[config.mk]
export PLATFORM = sky130hd
export DESIGN_NAME = ascii_decimal_to_fixed_point
export DESIGN_NICKNAME = d
export VERILOG_FILES = /design/src/hdl/adfp_pkg.sv /design/src/hdl/adfp_ctrl.sv /design/src/hdl/adfp_datapath.sv /design/src/hdl/ascii_decimal_to_fixed_point.sv
export SDC_FILE = /design/constraint.sdc
export NUM_CORES = 1
export LEC_CHECK = 0
export ABC_AREA = 1
export CORE_MARGIN = 4
export CORE_UTILIZATION = 55
export CTS_BUF_LIST = sky130_fd_sc_hd__clkbuf_4
export DETAILED_ROUTE_END_ITERATION = 16
export DONT_BUFFER_PORTS = 1
export HOLD_SLACK_MARGIN = 0.05
export MAX_ROUTING_LAYER = met4
export PLACE_DENSITY_LB_ADDON = 0.1
export SKIP_LAST_GASP = 1
export SLEW_MARGIN = 20
export SYNTH_ARGS = -nofsm -noshare
export SYNTH_HDL_FRONTEND = slang
export SYNTH_HIERARCHICAL = 1
export SYNTH_SLANG_ARGS = --single-unit
[constraint.sdc]
create_clock -name clock -period 4.9 [get_ports clock]
set_input_delay 0.98 -clock clock [delete_from_list [all_inputs] [get_ports clock]]
set_output_delay 0.98 -clock clock [all_outputs]
set_load 0.01 [all_outputs]
[src/hdl/adfp_pkg.sv]
package adfp_pkg;

   localparam int FRAC_BITS       = 16;
   localparam int MAX_FRAC_DIGITS = 6;

   localparam int CHAR_W     = 8;
   localparam int VALUE_W    = 32;
   localparam int INT_W      = 15;
   localparam int FRAC_ACC_W = $clog2(10 ** MAX_FRAC_DIGITS);
   localparam int COUNT_W    = $clog2(MAX_FRAC_DIGITS + 1);
   localparam int STEP_W     = $clog2(FRAC_BITS);
   localparam int MAG_W      = INT_W + FRAC_BITS;

   localparam logic [CHAR_W-1:0] CHAR_MINUS = 8'h2D;
   localparam logic [CHAR_W-1:0] CHAR_PLUS  = 8'h2B;
   localparam logic [CHAR_W-1:0] CHAR_POINT = 8'h2E;
   localparam logic [CHAR_W-1:0] CHAR_ZERO  = 8'h30;
   localparam logic [CHAR_W-1:0] CHAR_NINE  = 8'h39;

   localparam logic [INT_W-1:0] INT_MAX = '1;

   // controller to datapath
   typedef struct packed {
      logic take_char;  // transfer on the request side this cycle
      logic div_step;   // advance the divider by one quotient bit
      logic load_out;   // load the result register and clear the number
   } adfp_cmd_type;

   // datapath to controller
   typedef struct packed {
      logic is_term;    // presented character ends the number
   } adfp_status_type;

   // 10^n for the kept fraction digit count; small constant table
   function automatic logic [FRAC_ACC_W-1:0] pow10(input logic [COUNT_W-1:0] n);
      logic [63:0] p;
      p = 64'd1;
      for (int i = 0; i < MAX_FRAC_DIGITS; i++) begin
         if (i < int'(n)) begin
            p = p * 64'd10;
         end
      end
      return p[FRAC_ACC_W-1:0];
   endfunction

endpackage

[src/hdl/adfp_ctrl.sv]
module adfp_ctrl (
   input  logic                      clock,
   input  logic                      reset,
   input  logic                      req_valid,
   output logic                      req_stall,
   output logic                      rsp_valid,
   input  logic                      rsp_stall,
   input  adfp_pkg::adfp_status_type status,
   output adfp_pkg::adfp_cmd_type    cmd
);
   import adfp_pkg::*;

   typedef enum logic [2:0] {
      ST_IDLE   = 3'b001,
      ST_DIVIDE = 3'b010,
      ST_FINISH = 3'b100
   } adfp_state_type;

   adfp_state_type    state_ff, state_in;
   logic [STEP_W-1:0] step_ff, step_in;
   logic              valid_ff, valid_in;
   logic              accept, out_free;

   assign req_stall = (state_ff != ST_IDLE);
   assign accept    = req_valid && !req_stall;
   assign out_free  = !valid_ff || !rsp_stall;
   assign rsp_valid = valid_ff;

   always_comb begin
      state_in      = state_ff;
      step_in       = step_ff;
      cmd.take_char = 1'b0;
      cmd.div_step  = 1'b0;
      cmd.load_out  = 1'b0;
      valid_in      = valid_ff && rsp_stall;
      case (state_ff)
         ST_IDLE: begin
            cmd.take_char = accept;
            if (accept && status.is_term) begin
               step_in  = '0;
               state_in = ST_DIVIDE;
            end
         end
         ST_DIVIDE: begin
            cmd.div_step = 1'b1;
            step_in      = step_ff + 1'b1;
            if (step_ff == STEP_W'(FRAC_BITS - 1)) begin
               state_in = ST_FINISH;
            end
         end
         ST_FINISH: begin
            if (out_free) begin
               cmd.load_out = 1'b1;
               valid_in     = 1'b1;
               state_in     = ST_IDLE;
            end
         end
         default: begin
            state_in = ST_IDLE;
         end
      endcase
   end

   always_ff @(posedge clock) begin
      if (reset) begin
         state_ff <= ST_IDLE;
         step_ff  <= '0;
         valid_ff <= 1'b0;
      end else begin
         state_ff <= state_in;
         step_ff  <= step_in;
         valid_ff <= valid_in;
      end
   end

endmodule

[src/hdl/adfp_datapath.sv]
module adfp_datapath (
   input  logic                             clock,
   input  logic                             reset,
   input  logic [adfp_pkg::CHAR_W-1:0]      req_char_in,
   input  adfp_pkg::adfp_cmd_type           cmd,
   output adfp_pkg::adfp_status_type        status,
   output logic signed [adfp_pkg::VALUE_W-1:0] rsp_value,
   output logic                             rsp_overflow
);
   import adfp_pkg::*;

   typedef enum logic [2:0] {
      PH_START = 3'b001,
      PH_INT   = 3'b010,
      PH_FRAC  = 3'b100
   } adfp_phase_type;

   adfp_phase_type        phase_ff, phase_in;
   logic                  neg_ff, neg_in;
   logic [INT_W-1:0]      int_ff, int_in;
   logic                  sat_ff, sat_in;
   logic [FRAC_ACC_W-1:0] frac_ff, frac_in;
   logic [COUNT_W-1:0]    count_ff, count_in;

   logic [FRAC_ACC_W-1:0] rem_ff, rem_in;
   logic [FRAC_ACC_W-1:0] dvsr_ff, dvsr_in;
   logic [FRAC_BITS-1:0]  quo_ff, quo_in;
   logic [VALUE_W-1:0]    value_ff, value_in;
   logic                  ovf_ff, ovf_in;

   logic                  is_digit, is_point, is_sign, is_term;
   logic [3:0]            digit;
   logic [INT_W+3:0]      int_sum;
   logic [FRAC_ACC_W:0]   rem_shift;
   logic                  rem_ge;
   logic [63:0]           mag_wide;
   logic                  clamp;
   logic [VALUE_W-1:0]    mag;

   assign is_digit = req_char_in inside {[CHAR_ZERO:CHAR_NINE]};
   assign is_point = (req_char_in == CHAR_POINT);
   assign is_sign  = (req_char_in == CHAR_MINUS) || (req_char_in == CHAR_PLUS);
   assign digit    = 4'(req_char_in - CHAR_ZERO);
   assign is_term  = !is_digit && !(is_point && phase_ff != PH_FRAC)
                     && !(is_sign && phase_ff == PH_START);
   assign status.is_term = is_term;

   assign int_sum = (INT_W+4)'(int_ff) * (INT_W+4)'(10) + (INT_W+4)'(digit);

   // one restoring division step: shift in a zero, subtract when it fits
   assign rem_shift = {rem_ff, 1'b0};
   assign rem_ge    = rem_shift >= {1'b0, dvsr_ff};

   assign mag_wide = 64'({int_ff, quo_ff});
   assign clamp    = mag_wide > 64'h7FFF_FFFF;
   assign mag      = clamp ? {1'b0, {(VALUE_W-1){1'b1}}} : mag_wide[VALUE_W-1:0];

   always_comb begin
      phase_in = phase_ff;
      neg_in   = neg_ff;
      int_in   = int_ff;
      sat_in   = sat_ff;
      frac_in  = frac_ff;
      count_in = count_ff;
      rem_in   = rem_ff;
      dvsr_in  = dvsr_ff;
      quo_in   = quo_ff;
      value_in = value_ff;
      ovf_in   = ovf_ff;

      if (cmd.take_char) begin
         if (is_term) begin
            rem_in  = frac_ff;
            dvsr_in = pow10(count_ff);
            quo_in  = '0;
         end else if (is_digit && phase_ff != PH_FRAC) begin
            phase_in = PH_INT;
            if (int_sum > (INT_W+4)'(INT_MAX)) begin
               int_in = INT_MAX;
               sat_in = 1'b1;
            end else begin
               int_in = int_sum[INT_W-1:0];
            end
         end else if (is_digit) begin
            if (count_ff < COUNT_W'(MAX_FRAC_DIGITS)) begin
               frac_in  = FRAC_ACC_W'(frac_ff * FRAC_ACC_W'(10) + FRAC_ACC_W'(digit));
               count_in = count_ff + 1'b1;
            end
         end else if (is_point) begin
            phase_in = PH_FRAC;
         end else begin
            // sign at the start of a number
            phase_in = PH_INT;
            neg_in   = (req_char_in == CHAR_MINUS);
         end
      end

      if (cmd.div_step) begin
         quo_in = {quo_ff[FRAC_BITS-2:0], rem_ge};
         rem_in = rem_ge ? FRAC_ACC_W'(rem_shift - {1'b0, dvsr_ff})
                         : rem_shift[FRAC_ACC_W-1:0];
      end

      if (cmd.load_out) begin
         value_in = neg_ff ? (VALUE_W'(0) - mag) : mag;
         ovf_in   = sat_ff || clamp;
         phase_in = PH_START;
         neg_in   = 1'b0;
         int_in   = '0;
         sat_in   = 1'b0;
         frac_in  = '0;
         count_in = '0;
      end
   end

   always_ff @(posedge clock) begin
      if (reset) begin
         phase_ff <= PH_START;
         neg_ff   <= 1'b0;
         int_ff   <= '0;
         sat_ff   <= 1'b0;
         frac_ff  <= '0;
         count_ff <= '0;
      end else begin
         phase_ff <= phase_in;
         neg_ff   <= neg_in;
         int_ff   <= int_in;
         sat_ff   <= sat_in;
         frac_ff  <= frac_in;
         count_ff <= count_in;
      end
   end

   always_ff @(posedge clock) begin
      rem_ff   <= rem_in;
      dvsr_ff  <= dvsr_in;
      quo_ff   <= quo_in;
      value_ff <= value_in;
      ovf_ff   <= ovf_in;
   end

   assign rsp_value    = value_ff;
   assign rsp_overflow = ovf_ff;

endmodule

[src/hdl/ascii_decimal_to_fixed_point.sv]
// ASCII decimal to signed Q15.16 parser. Characters arrive one per transfer on
// the req_ channel; a number is an optional '+' or '-', integer digits, then an
// optional '.' and fraction digits. Any other character ends the number, is
// consumed, and produces one result on the rsp_ channel: the integer part
// (saturated at 32767, which raises rsp_overflow) plus the fraction scaled by
// 2^16 and truncated; fraction digits past the sixth are ignored. A character
// that does not end the number leaves the request side free. A terminating
// character is accepted, then req_stall holds off further transfers while the
// bit-serial restoring divider forms the 16-bit scaled fraction one quotient
// bit per cycle, and until the result register is loaded, which may wait
// further while an earlier result is still held by rsp_stall.
module ascii_decimal_to_fixed_point (
   input  logic                                clock,
   input  logic                                reset,
   input  logic                                req_valid,
   output logic                                req_stall,
   input  logic [adfp_pkg::CHAR_W-1:0]         req_char_in,
   output logic                                rsp_valid,
   input  logic                                rsp_stall,
   output logic signed [adfp_pkg::VALUE_W-1:0] rsp_value,
   output logic                                rsp_overflow
);
   import adfp_pkg::*;

   adfp_cmd_type    cmd;     // sequencing from the controller
   adfp_status_type status;  // character class back from the datapath

   // controller: accept, run the divider, hand the result over
   adfp_ctrl u_ctrl (
      .clock     (clock),
      .reset     (reset),
      .req_valid (req_valid),
      .req_stall (req_stall),
      .rsp_valid (rsp_valid),
      .rsp_stall (rsp_stall),
      .status    (status),
      .cmd       (cmd)
   );

   // datapath: accumulators, divider and result register
   adfp_datapath u_datapath (
      .clock        (clock),
      .reset        (reset),
      .req_char_in  (req_char_in),
      .cmd          (cmd),
      .status       (status),
      .rsp_value    (rsp_value),
      .rsp_overflow (rsp_overflow)
   );

endmodule

; ---- Word-level counts from Yosys, hierarchy flattened
; Index checks and enable logic that the tools add are counted.
[op_classes]
multipliers = 7
n_addsub = 7
eq_ne = 14
n_lt_le_gt_ge = 12
n_reduce_logical = 31
bitwise_logic = 4
mux = 41
[ops]
columns = operator, count
row1 = two-way mux 64 bit, 14
row2 = multiplier 64 x 3 -> 63 bit (second input constant), 4
row3 = two-way mux 20 bit, 5
row4 = multiplier 64 x 3 -> 19 bit (second input constant), 1
row5 = two-way mux 16 bit, 3
row6 = two-way mux 32 bit, 1
row7 = subtractor 1 x 32 -> 32 bit (first input constant), 1
row8 = greater-than comparator 31 bit (second input constant), 1
row9 = two-way mux 31 bit, 1
row10 = == test 8 x 6 -> 1 bit (second input constant), 3
row11 = greater-or-equal comparator 21 x 20 -> 1 bit, 1
row12 = adder 20 x 4 -> 20 bit, 1
row13 = multiplier 20 x 3 -> 19 bit (second input constant), 1
row14 = subtractor 20 bit, 1
row15 = adder 19 x 4 -> 19 bit, 1
row16 = greater-than comparator 19 x 15 -> 1 bit (second input constant), 1
row17 = multiplier 15 x 3 -> 18 bit (second input constant), 1
row18 = two-way mux 3 bit, 6
row19 = two-way mux 15 bit, 1
row20 = AND reduction 5 bit, 2
row21 = logical AND 1 bit, 9
row22 = case mux 3 bit (3 select lines), 1
row23 = AND reduction 3 bit, 3
row24 = greater-or-equal comparator 8 x 6 -> 1 bit (second input constant), 1
row25 = other kinds (26), 52
[word_totals]
word_cells = 131
input_bits = 12
out_inout_bits = 35
regBits = 140

; ---- Logic depth before layout (Yosys ltp)
[logic_depth]
word_depth = 25
ltp_mapped = 36
ltp_nobuf = 35

; ---- Cells and area by module
; The synthesis kept the hierarchy.
[modules_own_cells]
columns = mod, cells_per_inst, instances, area_per_inst_um2, seq_area_each_um2
row1 = adfp_datapath, 1602, 1, 11705.0, 3473.3
row2 = adfp_ctrl, 62, 1, 422.9, 160.2

; ---- Least setup slack after synthesis
; No wires, ideal clock.
[synth_timing]
path_type = register to register
startpoint = register u_datapath.count_ff[1]
endpoint = register u_datapath.dvsr_ff[19] (data pin)
path_stages_with_launch = 34
setup_time_ns = 0.253
t_required_ns = 4.647
slack_ns = 0.038
t_arrival_ns = 4.609
synth_period_minus_slack_ns = 4.862
path_buffers = 1
path_cell_list = dfxtp_1 > inv_2 > nor2_2 > nand2_2 > inv_2 > buf_6 > nor2_1 > ha_1 > ha_1 > a21oi_1 > nor2_1 > nand2_1 > inv_2 > o21ai_1 > a21oi_1 > ha_1 > ha_1 > inv_1 > nor3_1 > nand3_1 > o2111ai_1 > nand2_1 > a21boi_0 > o21ai_0 > inv_1 > ha_1 > ha_1 > nand2_1 > inv_1 > nand4_1 > o211ai_1 > nand2_1 > nand2_1 > nor2_1
[synth_via]
elab_chain_len = 22
elab_cells_between_ends = 27
classes_between = mul: 5 / order compare: 6 / mux: 16
[synth_lines]
columns = item, line_no
row1 = start: declaration, adfp_datapath.sv:23  ; logic [COUNT_W-1:0] count_ff, count_in;
row2 = start signal: assignment, adfp_datapath.sv:130  ; count_ff <= count_in;
row3 = less-than comparator 1 x 3 -> 1 bit, adfp_pkg.sv:39  ; if (i < int'(n)) begin
row4 = two-way mux 4 bit, adfp_pkg.sv:39
row5 = two-way mux 64 bit, adfp_datapath.sv:72  ; if (is_term) begin
row6 = two-way mux 64 bit, adfp_datapath.sv:71  ; if (cmd.take_char) begin
row7 = multiplier 64 x 3 -> 63 bit, adfp_pkg.sv:40  ; p = p * 64'd10;
row8 = two-way mux 64 bit, adfp_pkg.sv:39
row9 = two-way mux 64 bit, adfp_datapath.sv:72
row10 = two-way mux 64 bit, adfp_datapath.sv:71
row11 = (+6 left out), n/a
row12 = two-way mux 64 bit, adfp_datapath.sv:72
row13 = two-way mux 64 bit, adfp_datapath.sv:71
row14 = multiplier 64 x 3 -> 63 bit, adfp_pkg.sv:40
row15 = two-way mux 64 bit, adfp_pkg.sv:39
row16 = two-way mux 64 bit, adfp_datapath.sv:72
row17 = two-way mux 64 bit, adfp_datapath.sv:71
row18 = multiplier 64 x 3 -> 19 bit, adfp_pkg.sv:40
row19 = two-way mux 20 bit *, adfp_pkg.sv:39
row20 = end signal: assignment, adfp_datapath.sv:136  ; dvsr_ff <= dvsr_in;
row21 = end: declaration, adfp_datapath.sv:26  ; logic [FRAC_ACC_W-1:0] dvsr_ff, dvsr_in;
; Every way passes the cells marked *; elsewhere a longest branch is shown, timed or not. The select of a mux whose other input is x is not followed.
; A chain may end at the register's enable or synchronous reset.

; ---- Worst setup path in the final report
; Same ends and word-level chain as after synthesis.

==> metrics.csv <==
stage,metric,value,unit
outcome,outcome,finished clean,
critical_path,cp-end-kind,flop,
critical_path,critical_path.top_delay_family,simple AND/OR/NAND/NOR gates,
sta,setup-tns-final,0,ps
finish,fin_nets,1855,
placement,dp_cells,1946,
drt,first_pass_iters,5,
clock_network,clock_path_buffers,2,
placement,dp_hpwl,22400,µm
clock_network,clock_sinks,138,
clock_network,h-tree-depth,4,
critical_path,cp_slowest_cell,dfxtp_2,
critical_path,arrival,4990,ps
power,powerDensity,213,nW/µm²
power,p_comb_share,22.5,%
sta,fin_crit,4680,ps
clock_network,tritoncts,built,
drt,wl,28100,µm
synthesis,async_reset_ff_share,0,%
drt,route.detailed.wl_per_inst,14.2,µm
sta,setup_viol,0,
floorplanning,core_area,21800,µm²
power,swShare,34.4,%
sta,max_slew_margin,40.5,%
synthesis,synth.yosys.seq_area_share,30.0,%
critical_path,cpPeakStageDelay,350,ps
clock_network,cts-buffers-inserted,17,
sta,hold_viol_final,0,
sta,clock.fmax,214,MHz
global_route,grt_start_max_net_pins,45,
clock_network,clk_pin_slew,140,ps
finish,fin_util,60.6,%
sta,drv_slew,0,
clock_network,hold_buffers,0,
critical_path,crit_type,flop to flop,
finish,area_growth,8.74,%
clock_network,cts_root_buffer,clkbuf_4,
power,p_sw,964,µW
placement,numPortBuffers,0,
global_route,grt_antenna_before_repair,1,
floorplanning,start_util,55.7,%
floorplanning,die-area,24500,µm²
drt,num_vias,10559,
synthesis,yosys_warnings,6,
power,finalPower,2.81,mW
global_route,grt_usage,23.5,%
critical_path,critical_path.max_fanout,8,
synthesis,ys_ff_latch,138,
synthesis,synth-main-ff-cell,edfxtp_1,
drt,drc,0,
floorplanning,num_rows,54,
critical_path,cpMostUsedCell,nand2_1,
global_route,grt_pass1_vias,9815,
critical_path,cp-start-kind,flop,
clock_network,clock_latency,550,ps
synthesis,postSynthCellCount,1664,
synthesis,synth.area.top_cells,"edfxtp_1 (22%), ha_1 (15%), nand2_1 (12%), inv_1 (8.5%), dfxtp_1 (8.4%)",
global_route,grt_overflow,0,
drt,drt_iter0_markers,549,
synthesis,netlist.top_cell.by_area,edfxtp_1,
finish,drive_gt1_share,9.98,%
placement,place_congestion,0.929,
flow_run,cap_violations,0,
synthesis,synth-edff-count,87,
placement,dpl_cell_area,12600,µm²
synthesis,syn-mean-instance-area,7.29,µm²
finish,finalInstanceArea,13200,µm²
synthesis,syn_area,12100,µm²
power,seqPwrFrac,50.4,%
power,power_frac_clock,27.0,%
drt,drtAntennaViolNets,0,
synthesis,yosysUniqueCellTypes,58,
power,leakagePower,6.55,nW
floorplanning,dieHeight,156,µm
power,vdd_drop_max,0.141,mV
critical_path,cp_num_buf_inv,4,
power,power.internal,1.84,mW
sta,tightest_slew,891,ps
drt,avgViaCountPerCell,5.32,
global_route,grt_pass1_wl,46400,µm
finish,layout.cells.non_filler,1985,
min_path,worst_hold_path_type,flop to flop,
sta,fin_crit_sh,95.5,%
floorplanning,io_pins,47,
synthesis,yosysTopAreaCellShare,21.5,%
floorplanning,die_w,156,µm
sta,clock_skew,31.7,ps
critical_path,cp.required,5210,ps
final timing paths:
kind                           from                       to  slack (ps)  cells after the start
min               u_datapath/sat_ff  u_datapath/rsp_overflow         450                      0
max          u_datapath/count_ff[1]   u_datapath/dvsr_ff[19]         220                     33
max reg2reg  u_datapath/count_ff[1]   u_datapath/dvsr_ff[19]         220                     33
min reg2reg       u_datapath/sat_ff  u_datapath/rsp_overflow         450                      0
cell type report:
cell class,count,area [µm²]
Multi-Input combinational cell,1212,7560
Tap cell,280,350
Fill cell,2028,8570
Timing Repair Buffer,34,263
Clock inverter,15,158
Inverter,288,1090
Antenna cell,1,2.50
Clock buffer,17,128
Sequential cell,138,3640
logic make-up after synthesis:
| group | share of synthesized area, % |
|---|---|
| xor+xnor | 5.56 |
| other cells | 0.0309 |
| flops | 30.0 |
| simple gates | 25.1 |
| fa+ha+maj | 16.1 |
| compound gates | 12.9 |
| buf+inv | 10.3 |
metal layers:
metal | vias to the layer above | part of all wire, % | GRT usage [%]
met1 | 4846 | 47 | 30.3
met4 | 0 | 0.84 | 4.92
li1 | 5528 | - | -
met5 | - | 0 | -
met3 | 19 | 2.9 | 2.24
met2 | 166 | 49 | 40.3
metrics by stage:
step | worst slack [ps] | hold slack, ps
after floorplan | 38.0 | 426
after global placement | 90.4 | 427
after detailed placement | -41.1 | 422
after CTS | 15.5 | 432
after global routing | -85.4 | 421
final | 222 | 450
Yosys cell counts, types with 2 or more instances:
cell         n
buf_6        2
clkinv_1     3
nor4_1       4
and3_1       2
o211ai_1    10
buf_1        2
a21boi_0     3
nand3_4      2
xnor2_1     25
ha_1       145
nor2_2      10
o21a_1       3
or2_2        2
nand4_1     32
o21ai_2     11
a211oi_1     4
buf_2        9
o21bai_1    10
a21oi_1    123
a31oi_1      5
nor3_1      16
nor2_1     132
a21o_1       2
o21ai_1      9
xor2_1      52
nor3_2       3
nand2_2     18
clkbuf_1    14
edfxtp_1    87
fa_1         7
nand3b_1     5
o31ai_1      3
o22ai_1      4
o2111ai_1    2
nor2_4       3
nand2_1    376
buf_4        2
inv_2        8
dfxtp_1     51
nand3_2      4
o21ai_0     85
inv_1      276
nand3_1     83
power by group through the flow:
stage	Sequential, mW	Clock [mW]	Combinational (mW)
2_1_floorplan	1.43	0	0.496
3_3_place_gp	1.44	0	0.615
3_5_place_dp	1.44	0	0.623
4_1_cts	1.42	0.781	0.627
5_1_grt	1.43	0.834	0.718
6_report	1.42	0.759	0.632
flip-flops by register name, summed over array words and instances (netlist names):
| name | cells |
|---|---|
| u_datapath/neg_ff | 1 |
| u_datapath/dvsr_ff | 18 |
| u_datapath/int_ff | 15 |
| u_ctrl/rsp_valid | 1 |
| u_datapath/rsp_overflow | 1 |
| u_ctrl/step_ff | 4 |
| u_datapath/rem_ff | 20 |
| u_datapath/sat_ff | 1 |
| u_datapath/frac_ff | 20 |
| u_datapath/phase_ff | 3 |
| u_ctrl/state_ff | 3 |
| u_datapath/count_ff | 3 |
| u_datapath/quo_ff | 16 |
| u_datapath/rsp_value | 32 |
what timing repair did:
item                                    CTS  global route
gates resized for setup                   1            49
setup buffers                             0             6
pin swaps                                 0            18
endpoints found under the setup margin    1             3
cell usage in the layout, fill, tap and decap left out, types with 5 or more instances in the layout:
master | netlist | routed
a21oi_1 | 123 | 116
a21oi_2 | 1 | 6
a31oi_1 | 5 | 5
buf_4 | 2 | 32
clkbuf_4 | 0 | 17
conb_1 | 1 | 6
dfxtp_1 | 51 | 49
edfxtp_1 | 87 | 87
fa_1 | 7 | 7
ha_1 | 145 | 133
ha_4 | 0 | 12
inv_1 | 276 | 276
inv_2 | 8 | 7
inv_6 | 0 | 6
nand2_1 | 376 | 374
nand2_2 | 18 | 20
nand3_1 | 83 | 82
nand3_2 | 4 | 5
nand3b_1 | 5 | 5
nand4_1 | 32 | 32
nor2_1 | 132 | 128
nor2_2 | 10 | 13
nor3_1 | 16 | 14
o211ai_1 | 10 | 10
o21ai_0 | 85 | 81
o21ai_1 | 9 | 9
o21ai_2 | 11 | 13
o21bai_1 | 10 | 10
xnor2_1 | 25 | 24
xor2_1 | 52 | 52
No activity file was read; power rests on OpenSTA's default activity.
